File: src/rtl/zero_crossing_interp_mean_defines.svh
// ----------------------------------------------------------------------------
// Zero crossing interpolation mean - assertion macros
// Shared concurrent assertion forms, clocked on clk, disabled in reset.
// ----------------------------------------------------------------------------
`ifndef ZERO_CROSSING_INTERP_MEAN_DEFINES_SVH
`define ZERO_CROSSING_INTERP_MEAN_DEFINES_SVH

// condition implies consequence in the same cycle
`define ZCIM_ASSERT_SAME(name, cond, conseq, msg) \
    name: assert property (@(posedge clk) disable iff (!rst_n) (cond) |-> (conseq)) \
        else $error(msg);

// condition implies consequence in the next cycle
`define ZCIM_ASSERT_NEXT(name, cond, conseq, msg) \
    name: assert property (@(posedge clk) disable iff (!rst_n) (cond) |=> (conseq)) \
        else $error(msg);

`endif

File: src/rtl/zcim_pkg.sv
// ----------------------------------------------------------------------------
// Zero crossing interpolation mean - package
// Fixed widths and constants of the crossing datapath.
// ----------------------------------------------------------------------------
package zcim_pkg;

    localparam int SAMPLE_W = 16;
    localparam int COUNT_W  = 12;
    localparam int STEP_W   = 5;

    localparam logic [COUNT_W-1:0] COUNT_MAX = 12'd4095;
    localparam logic [STEP_W-1:0]  DIV_STEPS = 5'd17;

endpackage

File: src/rtl/zero_crossing_interp_mean.sv
// ----------------------------------------------------------------------------
// Zero crossing interpolation mean
// Interpolates velocity at negative-to-positive level crossings and reports
// the mean of the crossings at the end of each run.
// ----------------------------------------------------------------------------
// Input channel (in_valid/in_ready): one sample transaction carries velocity,
// level_value and last_sample. Output channel (out_valid/out_ready): one
// result transaction per sample, in order.
// A sample is taken only while the sequencer is idle. One shared restoring
// divider (one quotient bit per cycle) forms both the interpolated value and
// the run mean; a 16x16 multiplier feeds it.
// Steps per sample from accept: S_CHECK; for a crossing, S_LOAD and the
// interpolating division in S_DIV, then S_INTERP; S_MEAN, where the last
// sample of a run with crossings counted runs the mean division in S_DIV
// and S_MEAN_DONE; then S_OUT, which loads the result.
// in_ready rises at the edge that loads the result and the next sample is
// taken at the following edge.
// A finished result sits in the output register; the next sample is taken
// and worked on meanwhile, and only the final load waits for out_ready.
// Reset clears the sequencer, the run sum, the count and the previous
// sample, so the first sample after reset starts a run.
// ----------------------------------------------------------------------------
`include "zero_crossing_interp_mean_defines.svh"

module zero_crossing_interp_mean (
    input  logic                clk,
    input  logic                rst_n,
    input  logic                in_valid,
    output logic                in_ready,
    input  logic signed [15:0]  velocity,
    input  logic signed [15:0]  level_value,
    input  logic                last_sample,
    output logic                out_valid,
    input  logic                out_ready,
    output logic                crossing_found,
    output logic signed [15:0]  surface_value,
    output logic                run_done,
    output logic signed [15:0]  mean_value,
    output logic [11:0]         crossing_count,
    output logic                no_crossing
);

    typedef enum logic [2:0] {
        S_IDLE,
        S_CHECK,
        S_LOAD,
        S_DIV,
        S_INTERP,
        S_MEAN,
        S_MEAN_DONE,
        S_OUT
    } state_t;

    state_t state_reg, state_next;

    logic signed [15:0] vel_reg, vel_next;
    logic signed [15:0] lvl_reg, lvl_next;
    logic               last_reg, last_next;

    logic signed [15:0] prev_vel_reg, prev_vel_next;
    logic signed [15:0] prev_lvl_reg, prev_lvl_next;
    logic               have_prev_reg, have_prev_next;
    logic signed [27:0] sum_reg, sum_next;
    logic [11:0]        total_reg, total_next;

    logic               hit_reg, hit_next;
    logic signed [15:0] surf_reg, surf_next;
    logic signed [15:0] mean_reg, mean_next;

    logic [31:0]        prod_reg, prod_next;
    logic [16:0]        rem_reg, rem_next;
    logic [16:0]        num_reg, num_next;
    logic [16:0]        quo_reg, quo_next;
    logic [16:0]        dvs_reg, dvs_next;
    logic [4:0]         cnt_reg, cnt_next;
    logic               neg_reg, neg_next;
    logic               div_mean_reg, div_mean_next;

    logic               out_valid_reg, out_valid_next;
    logic               found_o_reg, found_o_next;
    logic signed [15:0] surf_o_reg, surf_o_next;
    logic               done_o_reg, done_o_next;
    logic signed [15:0] mean_o_reg, mean_o_next;
    logic [11:0]        count_o_reg, count_o_next;
    logic               none_o_reg, none_o_next;

    logic               crossing;
    logic signed [16:0] dv;
    logic [16:0]        dv_abs;
    logic [16:0]        l0_neg;
    logic [16:0]        d_full;
    logic [32:0]        interp_num;
    logic [27:0]        sum_abs;
    logic [32:0]        mean_num;
    logic [17:0]        trial;
    logic               ge;
    logic signed [17:0] q_signed;
    logic signed [17:0] surf_full;
    logic [16:0]        mean_full;
    logic               out_free;

    always_comb
    begin
        crossing   = have_prev_reg && (prev_lvl_reg < 0) && (lvl_reg > 0);
        dv         = {vel_reg[15], vel_reg} - {prev_vel_reg[15], prev_vel_reg};
        dv_abs     = dv[16] ? 17'(-dv) : 17'(dv);
        l0_neg     = 17'(-{prev_lvl_reg[15], prev_lvl_reg});
        d_full     = 17'({lvl_reg[15], lvl_reg} - {prev_lvl_reg[15], prev_lvl_reg});
        interp_num = {prod_reg, 1'b0} + {17'd0, dvs_reg[16:1]};
        sum_abs    = sum_reg[27] ? 28'(-sum_reg) : 28'(sum_reg);
        mean_num   = {5'd0, sum_abs[26:0], 1'b0} + {21'd0, total_reg};
        trial      = {rem_reg, num_reg[16]};
        ge         = trial >= {1'b0, dvs_reg};
        q_signed   = neg_reg ? -$signed({1'b0, quo_reg}) : $signed({1'b0, quo_reg});
        surf_full  = {{2{prev_vel_reg[15]}}, prev_vel_reg} + q_signed;
        mean_full  = neg_reg ? 17'(-quo_reg) : quo_reg;
        out_free   = !out_valid_reg || out_ready;
    end

    always_comb
    begin
        state_next     = state_reg;
        vel_next       = vel_reg;
        lvl_next       = lvl_reg;
        last_next      = last_reg;
        prev_vel_next  = prev_vel_reg;
        prev_lvl_next  = prev_lvl_reg;
        have_prev_next = have_prev_reg;
        sum_next       = sum_reg;
        total_next     = total_reg;
        hit_next       = hit_reg;
        surf_next      = surf_reg;
        mean_next      = mean_reg;
        prod_next      = prod_reg;
        rem_next       = rem_reg;
        num_next       = num_reg;
        quo_next       = quo_reg;
        dvs_next       = dvs_reg;
        cnt_next       = cnt_reg;
        neg_next       = neg_reg;
        div_mean_next  = div_mean_reg;
        out_valid_next = out_valid_reg && !out_ready;
        found_o_next   = found_o_reg;
        surf_o_next    = surf_o_reg;
        done_o_next    = done_o_reg;
        mean_o_next    = mean_o_reg;
        count_o_next   = count_o_reg;
        none_o_next    = none_o_reg;

        case (state_reg)
            S_IDLE:
            begin
                if (in_valid)
                begin
                    vel_next   = velocity;
                    lvl_next   = level_value;
                    last_next  = last_sample;
                    state_next = S_CHECK;
                end
            end
            S_CHECK:
            begin
                hit_next  = 1'b0;
                surf_next = '0;
                mean_next = '0;
                if (crossing)
                begin
                    prod_next     = dv_abs[15:0] * l0_neg[15:0];
                    dvs_next      = {d_full[15:0], 1'b0};
                    neg_next      = dv[16];
                    div_mean_next = 1'b0;
                    state_next    = S_LOAD;
                end
                else
                begin
                    state_next = S_MEAN;
                end
            end
            S_LOAD:
            begin
                rem_next   = {1'b0, interp_num[32:17]};
                num_next   = interp_num[16:0];
                cnt_next   = zcim_pkg::DIV_STEPS;
                state_next = S_DIV;
            end
            S_DIV:
            begin
                rem_next = ge ? 17'(trial - {1'b0, dvs_reg}) : trial[16:0];
                quo_next = {quo_reg[15:0], ge};
                num_next = {num_reg[15:0], 1'b0};
                cnt_next = cnt_reg - 5'd1;
                if (cnt_reg == 5'd1)
                begin
                    state_next = div_mean_reg ? S_MEAN_DONE : S_INTERP;
                end
            end
            S_INTERP:
            begin
                hit_next  = 1'b1;
                surf_next = surf_full[15:0];
                if (total_reg != zcim_pkg::COUNT_MAX)
                begin
                    total_next = total_reg + 12'd1;
                    sum_next   = sum_reg + {{12{surf_full[15]}}, surf_full[15:0]};
                end
                state_next = S_MEAN;
            end
            S_MEAN:
            begin
                if (last_reg && (total_reg != '0))
                begin
                    rem_next      = {1'b0, mean_num[32:17]};
                    num_next      = mean_num[16:0];
                    dvs_next      = {4'd0, total_reg, 1'b0};
                    neg_next      = sum_reg[27];
                    cnt_next      = zcim_pkg::DIV_STEPS;
                    div_mean_next = 1'b1;
                    state_next    = S_DIV;
                end
                else
                begin
                    state_next = S_OUT;
                end
            end
            S_MEAN_DONE:
            begin
                mean_next  = mean_full[15:0];
                state_next = S_OUT;
            end
            S_OUT:
            begin
                if (out_free)
                begin
                    out_valid_next = 1'b1;
                    found_o_next   = hit_reg;
                    surf_o_next    = surf_reg;
                    done_o_next    = last_reg;
                    mean_o_next    = mean_reg;
                    count_o_next   = total_reg;
                    none_o_next    = last_reg && (total_reg == '0);
                    prev_vel_next  = vel_reg;
                    prev_lvl_next  = lvl_reg;
                    have_prev_next = !last_reg;
                    if (last_reg)
                    begin
                        sum_next   = '0;
                        total_next = '0;
                    end
                    state_next = S_IDLE;
                end
            end
            default:
            begin
                state_next = S_IDLE;
            end
        endcase
    end

    always_ff @(posedge clk or negedge rst_n)
    begin
        if (!rst_n)
        begin
            state_reg     <= S_IDLE;
            vel_reg       <= '0;
            lvl_reg       <= '0;
            last_reg      <= 1'b0;
            prev_vel_reg  <= '0;
            prev_lvl_reg  <= '0;
            have_prev_reg <= 1'b0;
            sum_reg       <= '0;
            total_reg     <= '0;
            hit_reg       <= 1'b0;
            surf_reg      <= '0;
            mean_reg      <= '0;
            prod_reg      <= '0;
            rem_reg       <= '0;
            num_reg       <= '0;
            quo_reg       <= '0;
            dvs_reg       <= '0;
            cnt_reg       <= '0;
            neg_reg       <= 1'b0;
            div_mean_reg  <= 1'b0;
            out_valid_reg <= 1'b0;
            found_o_reg   <= 1'b0;
            surf_o_reg    <= '0;
            done_o_reg    <= 1'b0;
            mean_o_reg    <= '0;
            count_o_reg   <= '0;
            none_o_reg    <= 1'b0;
        end
        else
        begin
            state_reg     <= state_next;
            vel_reg       <= vel_next;
            lvl_reg       <= lvl_next;
            last_reg      <= last_next;
            prev_vel_reg  <= prev_vel_next;
            prev_lvl_reg  <= prev_lvl_next;
            have_prev_reg <= have_prev_next;
            sum_reg       <= sum_next;
            total_reg     <= total_next;
            hit_reg       <= hit_next;
            surf_reg      <= surf_next;
            mean_reg      <= mean_next;
            prod_reg      <= prod_next;
            rem_reg       <= rem_next;
            num_reg       <= num_next;
            quo_reg       <= quo_next;
            dvs_reg       <= dvs_next;
            cnt_reg       <= cnt_next;
            neg_reg       <= neg_next;
            div_mean_reg  <= div_mean_next;
            out_valid_reg <= out_valid_next;
            found_o_reg   <= found_o_next;
            surf_o_reg    <= surf_o_next;
            done_o_reg    <= done_o_next;
            mean_o_reg    <= mean_o_next;
            count_o_reg   <= count_o_next;
            none_o_reg    <= none_o_next;
        end
    end

    assign in_ready       = (state_reg == S_IDLE);
    assign out_valid      = out_valid_reg;
    assign crossing_found = found_o_reg;
    assign surface_value  = surf_o_reg;
    assign run_done       = done_o_reg;
    assign mean_value     = mean_o_reg;
    assign crossing_count = count_o_reg;
    assign no_crossing    = none_o_reg;

    // divider remainder stays below the divisor
    `ZCIM_ASSERT_SAME(a_div_rem, state_reg == S_DIV, rem_reg < dvs_reg, "divider remainder overflow")
    `ZCIM_ASSERT_NEXT(a_busy, in_valid && in_ready, !in_ready, "sample taken while busy")
    `ZCIM_ASSERT_SAME(a_none_mean, out_valid && no_crossing, run_done && (mean_value == 16'sd0),
        "empty run reported a mean")
    `ZCIM_ASSERT_SAME(a_mid_run, out_valid && !run_done, (mean_value == 16'sd0) && !no_crossing,
        "mean reported before run end")

endmodule
File: config.mk
export PLATFORM = sky130hd
export DESIGN_NAME = zero_crossing_interp_mean
export DESIGN_NICKNAME = d
export VERILOG_FILES = /design/src/rtl/zcim_pkg.sv /design/src/rtl/zero_crossing_interp_mean.sv
export VERILOG_INCLUDE_DIRS = /design/src /design/src/rtl
export SDC_FILE = /design/constraint.sdc
export NUM_CORES = 1
export LEC_CHECK = 0
export BUFFER_PORTS_ARGS = -buffer_cell sky130_fd_sc_hd__clkbuf_2
export CAP_MARGIN = 20
export CORE_ASPECT_RATIO = 0.6
export CORE_MARGIN = 2
export CORE_UTILIZATION = 59
export CTS_CLUSTER_DIAMETER = 150
export CTS_CLUSTER_SIZE = 12
export DETAILED_ROUTE_END_ITERATION = 8
export GPL_TIMING_DRIVEN = 0
export PLACE_DENSITY_LB_ADDON = 0.05
export SLEW_MARGIN = 20
export SYNTH_ARGS = -nofsm -noshare
export SYNTH_HDL_FRONTEND = slang
export SYNTH_SLANG_ARGS = --single-unit
File: constraint.sdc
create_clock -name clk -period 11.3 [get_ports clk]
set_clock_uncertainty 0.15 [all_clocks]
set_input_delay 2.26 -clock clk [delete_from_list [all_inputs] [get_ports clk]]
set_output_delay 2.26 -clock clk [all_outputs]
set_load 0.02 [all_outputs]
[Word-level counts from Yosys, hierarchy flattened]
Index checks and enable logic that the tools add are counted.
Operators by class
  add/subtract/negate cells: 14
  $mul: 1
  order comparisons: 3
  equal/unequal tests: 16
  muxes and demuxes: 40
  reductions and logical operators: 24
Operators by type and width (number)
  one-hot mux 17 bit (3 select lines): 2
  two-way mux 17 bit: 5
  two-way mux 28 bit: 3
  negation 16 bit: 4
  one-hot mux 16 bit (2 select lines): 2
  one-hot mux 28 bit (2 select lines): 1
  two-way mux 16 bit: 3
  two-way mux 12 bit: 3
  one-hot mux 17 bit (2 select lines): 1
  adder 33 x 16 -> 33 bit: 1
  multiplier 16 x 16 -> 32 bit: 1
  adder 28 x 12 -> 29 bit: 1
  adder 28 bit: 1
  two-way mux 27 bit: 1
  negation 27 bit: 1
  one-hot mux 12 bit (2 select lines): 1
  one-hot mux 3 bit (8 select lines): 1
  >= comparator 18 x 17 -> 1 bit: 1
  subtractor 16 x 16 -> 17 bit: 1
  subtractor 17 bit: 1
  adder 16 bit: 1
  greater-than comparator 16 x 1 -> 1 bit (second input constant): 1
  less-than comparator 16 x 1 -> 1 bit (second input constant): 1
  subtractor 16 bit: 1
  25 further kinds: 59
Word-level totals
  register bits: 296
  bits of input ports: 37

[Logic depth before layout (Yosys ltp)]
  word-level depth: 6
  gate-level depth with buffers: 37
  depth with buffers taken out: 36

[Least setup slack after synthesis]
No wires, ideal clock.
  kind: register -> register
  start: reg vel_reg[2]
  end: reg prod_reg[30]
  setup time: 136 ps
  arrival time: 8573 ps
  data required time: 11014 ps
  setup slack: 2441 ps
  cell stages (with the launch flop): 31
  path buffers: 1
  cells stage by stage: dfrtp_1 > ha_1 > nor2b_1 > o31a_1 > o21a_1 > or3_1 > a2111oi_1 > nand3_1 > nor3_1 > a21oi_1 > xnor2_1 > clkbuf_1 > nand2_1 > fa_1 > fa_1 > fa_1 > inv_1 > fa_1 > fa_1 > inv_1 > fa_1 > inv_1 > ha_1 > and4_1 > a311oi_1 > o41ai_1 > a221oi_1 > o211ai_1 > a31oi_1 > xor2_1 > o21ai_0
Between the ends
  word-level cells in the longest chain between the ends: 4
RTL lines
  start: declaration: RTL line zero_crossing_interp_mean.sv:56  | logic signed [15:0] vel_reg, vel_next;
  start signal: assignment: RTL line zero_crossing_interp_mean.sv:294  | vel_reg <= vel_next;
  subtractor 16 x 16 -> 17 bit (*): RTL line zero_crossing_interp_mean.sv:105  | dv = {vel_reg[15], vel_reg} - {prev_vel_reg[15], prev_vel_reg};
  negation 16 bit: RTL line zero_crossing_interp_mean.sv:106  | dv_abs = dv[16] ? 17'(-dv) : 17'(dv);
  two-way mux 16 bit (*): RTL line zero_crossing_interp_mean.sv:106
  multiplier 16 x 16 -> 32 bit (*): RTL line zero_crossing_interp_mean.sv:168  | prod_next = dv_abs[15:0] * l0_neg[15:0];
  end signal: assignment: RTL line zero_crossing_interp_mean.sv:305  | prod_reg <= prod_next;
  end: declaration: RTL line zero_crossing_interp_mean.sv:70  | logic [31:0] prod_reg, prod_next;
Every way passes the cells marked *; elsewhere a longest branch is shown, timed or not.
A chain may end at the register's enable or synchronous reset.

[Worst setup path in the final report]
  start: reg prev_vel_reg[1]
  end: reg prod_reg[30]
Between the ends
  word-level cells in the longest chain between the ends: 4
RTL lines
  start: declaration: RTL line zero_crossing_interp_mean.sv:60  | logic signed [15:0] prev_vel_reg, prev_vel_next;
  start signal: assignment: RTL line zero_crossing_interp_mean.sv:297  | prev_vel_reg <= prev_vel_next;
  subtractor 16 x 16 -> 17 bit (*): RTL line zero_crossing_interp_mean.sv:105
  negation 16 bit: RTL line zero_crossing_interp_mean.sv:106
  two-way mux 16 bit (*): RTL line zero_crossing_interp_mean.sv:106
  multiplier 16 x 16 -> 32 bit (*): RTL line zero_crossing_interp_mean.sv:168
Marked as above.

==> flow_metrics.env <==
export IMPL_clock_path_buffers=3
export IMPL_rsz0062_at_grt="false"
export IMPL_antenna_found_initial=4
export IMPL_cts_tree="yes"
export IMPL_die_h_um=171
export IMPL_grt_usage=0.368
export IMPL_worst_path_max_fanout=10
export IMPL_setup_tns_ps=0
export IMPL_cts_sinks=295
export IMPL_slew_headroom=0.154
export IMPL_crit_top_cell="fa_1"
export IMPL_cp_num_buf_inv=5
export IMPL_dp_slack_ps=-16.1
export IMPL_slew_viol_final=0
export IMPL_critPathKind="reg -> reg"
export IMPL_syn_inst=3099
export IMPL_min_path_type="reg -> reg"
export IMPL_ys_ff_latch=295
export IMPL_fp_dieW_um=283
export IMPL_areaGrowthSynthToFinish_pct=8.58
export IMPL_tightest_slew_ps=1260
export IMPL_cp_start_kind="flip-flop"
export IMPL_synth_top_cells_by_area="dfrtp_1 27%, fa_1 15%, ha_1 10%"
export IMPL_cpMaxStageDelayCell="xor2_2"
export IMPL_cts_root_buffer="clkbuf_16"
export IMPL_start_util=0.596
export IMPL_hpwlAfterDp_um=72900
export IMPL_port_buffers=85
export IMPL_min_period_ps=10860
export IMPL_postCtsSetupRepairBufs=0
export IMPL_fin_crit_sh=0.961
export IMPL_hold_violations=0
export IMPL_avgSynthCellArea_um2=8.89
export IMPL_status="finished, final reports clean"
export IMPL_slowest_delay_ps=760
export IMPL_viasPerCell=6.20
export IMPL_cts_hold_buf=0
export IMPL_drv_cap=0
export IMPL_yosys_area_top_type="dfrtp_1"
export IMPL_setup_ws_ps=438
export IMPL_dr_total_vias=23900
export IMPL_gr_total_overflow=0
export IMPL_netlist_area_um2=27500
export IMPL_grt_pass1_wl_um=135000
export IMPL_largest_register_ffs=32
export IMPL_required_ps=11590
export IMPL_max_freq_mhz=92.1
export IMPL_dr_pass1_iters=6
export IMPL_syn_nets=3564
export IMPL_cp_end_kind="flip-flop"
export IMPL_finalNetCount=3688
export IMPL_cts_max_level=1
export IMPL_gp_routability_congestion=1.04
export IMPL_clk_latency_ps=590
export IMPL_drt_iter0_markers=2728
export IMPL_final_util=0.648
export IMPL_synth_flop_cell="dfrtp_1"
export IMPL_synth_edf_count=0
export IMPL_yosysTopAreaCellShare=0.268
export IMPL_cp_arrival_ps=11150
export IMPL_rows=61
export IMPL_synthArstFlopShare=1.00
export IMPL_first_global_vias=22500
export IMPL_ys_types=86
export IMPL_crit_family="compound AO/OA/AOI/OAI gates"
export IMPL_antenna_left=0
export IMPL_die_area_um2=48500
export IMPL_yosys_warnings=0
export IMPL_ios=86
export IMPL_yosysSeqAreaShare=0.268
export IMPL_grt_max_degree=68
export IMPL_fillers=3872
export IMPL_drive_above_1_share=0.0822
export IMPL_core_area_um2=46200
export IMPL_cts_made_buffers=28
export IMPL_wire_per_inst_um=23.2
export IMPL_drc=0
export IMPL_clk_pin_slew_ps=60
export IMPL_wl_um=89400
export IMPL_setup_viol_count_final=0
-- cell type report --
class                      instances  area (um^2)  share of cell area
clock inverter                     2         37.5             0.00126
sequential                       295         7380               0.247
tap                              630          788              0.0264
clock buffer                      28          701              0.0234
multi-input combinational       2355        18700               0.625
antenna                            3         7.51            0.000251
buffer                           102          404              0.0135
inverter                         347         1300              0.0436
timing repair buffer              94          587              0.0196
-- timing repair --
action                                  4_1_cts  5_1_grt
endpoints found under the hold margin         0        0
endpoints found under the setup margin        2        6
gates resized for setup                       1       18
-- tightest hold or removal path: stages, from the launching register on --
cell	delay [ps]
dfrtp_1	340
nand2_1	50
o21ai_0	60
-- through the flow --
step | std cells | cell area [um^2] | hold slack [ps]
3_5_place_dp | 3823 | 29000 | 323
5_1_grt | 3853 | 29900 | 371
4_1_cts | 3853 | 29800 | 337
6_report | 3856 | 29900 | 336
3_3_place_gp | 3814 | 28800 | 313
2_1_floorplan | 3099 | 27500 | 294
-- routing by layer --
metal / vias up / track usage / share of wire
met4: 4 / 0.0467 / 0.013
met2: 1222 / 0.487 / 0.38
met5: - / 0 / 0.0019
li1: 10700 / - / -
met1: 11900 / 0.567 / 0.46
met3: 96 / 0.151 / 0.14
-- logic make-up (layout without fill, tap and decap cells) --
kind of cell	count (synthesis)	in the layout	share of synthesized area
buf+inv	449	573	0.0618
mux	96	96	0.0386
other cells	0	3	0
xor+xnor	214	214	0.0681
compound gates	648	648	0.152
simple gates	969	969	0.162
flops	295	295	0.268
fa+ha+maj	428	428	0.249
-- path summary, 6_finish.rpt --
path | start | endpoint | slack [ps] | cells after the start
max | prev_vel_reg[1]$_DFFE_PN0P_ | prod_reg[30]$_DFFE_PN0P_ | 440 | 33
min | mean_reg[0]$_DFFE_PN0P_ | mean_reg[0]$_DFFE_PN0P_ | 340 | 2
max reg2reg | prev_vel_reg[1]$_DFFE_PN0P_ | prod_reg[30]$_DFFE_PN0P_ | 440 | 33
min reg2reg | mean_reg[0]$_DFFE_PN0P_ | mean_reg[0]$_DFFE_PN0P_ | 340 | 2
max in group asynchronous | rst_n | mean_value[13]$_DFFE_PN0P_ | 8490 | 3
min in group asynchronous | rst_n | sum_reg[21]$_DFFE_PN0P_ | 1470 | 1
-- cells in the mapped netlist, types with 39 or more instances --
cell type and instances:
xnor2_1 130, inv_1 346, a21oi_1 138, xor2_1 84, nor2_1 230, o21ai_0 187, and2_1 39, a21o_1 46
clkbuf_1 92, dfrtp_1 295, nand2_1 380, ha_1 227, mux2_2 81, fa_1 201, nand3_1 68, nor3_1 53
-- layout by cell type (no fill, tap or decap), drive strengths merged, types with 7 or more instances in the layout --
master	instances
nand3	68
a211oi	29
a21boi	10
o21bai	17
o211ai	13
nand2b	29
o31ai	29
a31oi	29
nor3b	8
nand4	20
a21oi	138
mux2i	15
or2	12
o21a	26
nor2	230
o41ai	10
nor2b	33
dfrtp	295
o22ai	7
nand2	381
ha	227
or4	13
mux2	81
xnor2	130
a221oi	9
fa	201
or3	28
nand3b	8
clkbuf	205
nor3	53
a22o	30
o21ai	188
a22oi	10
a21o	46
inv	346
xor2	84
and3	17
and2	39
buf	19
nor4	19
Power is not shown: default switching activity piles up to over one toggle a cycle in this logic, so the estimate is an artifact.
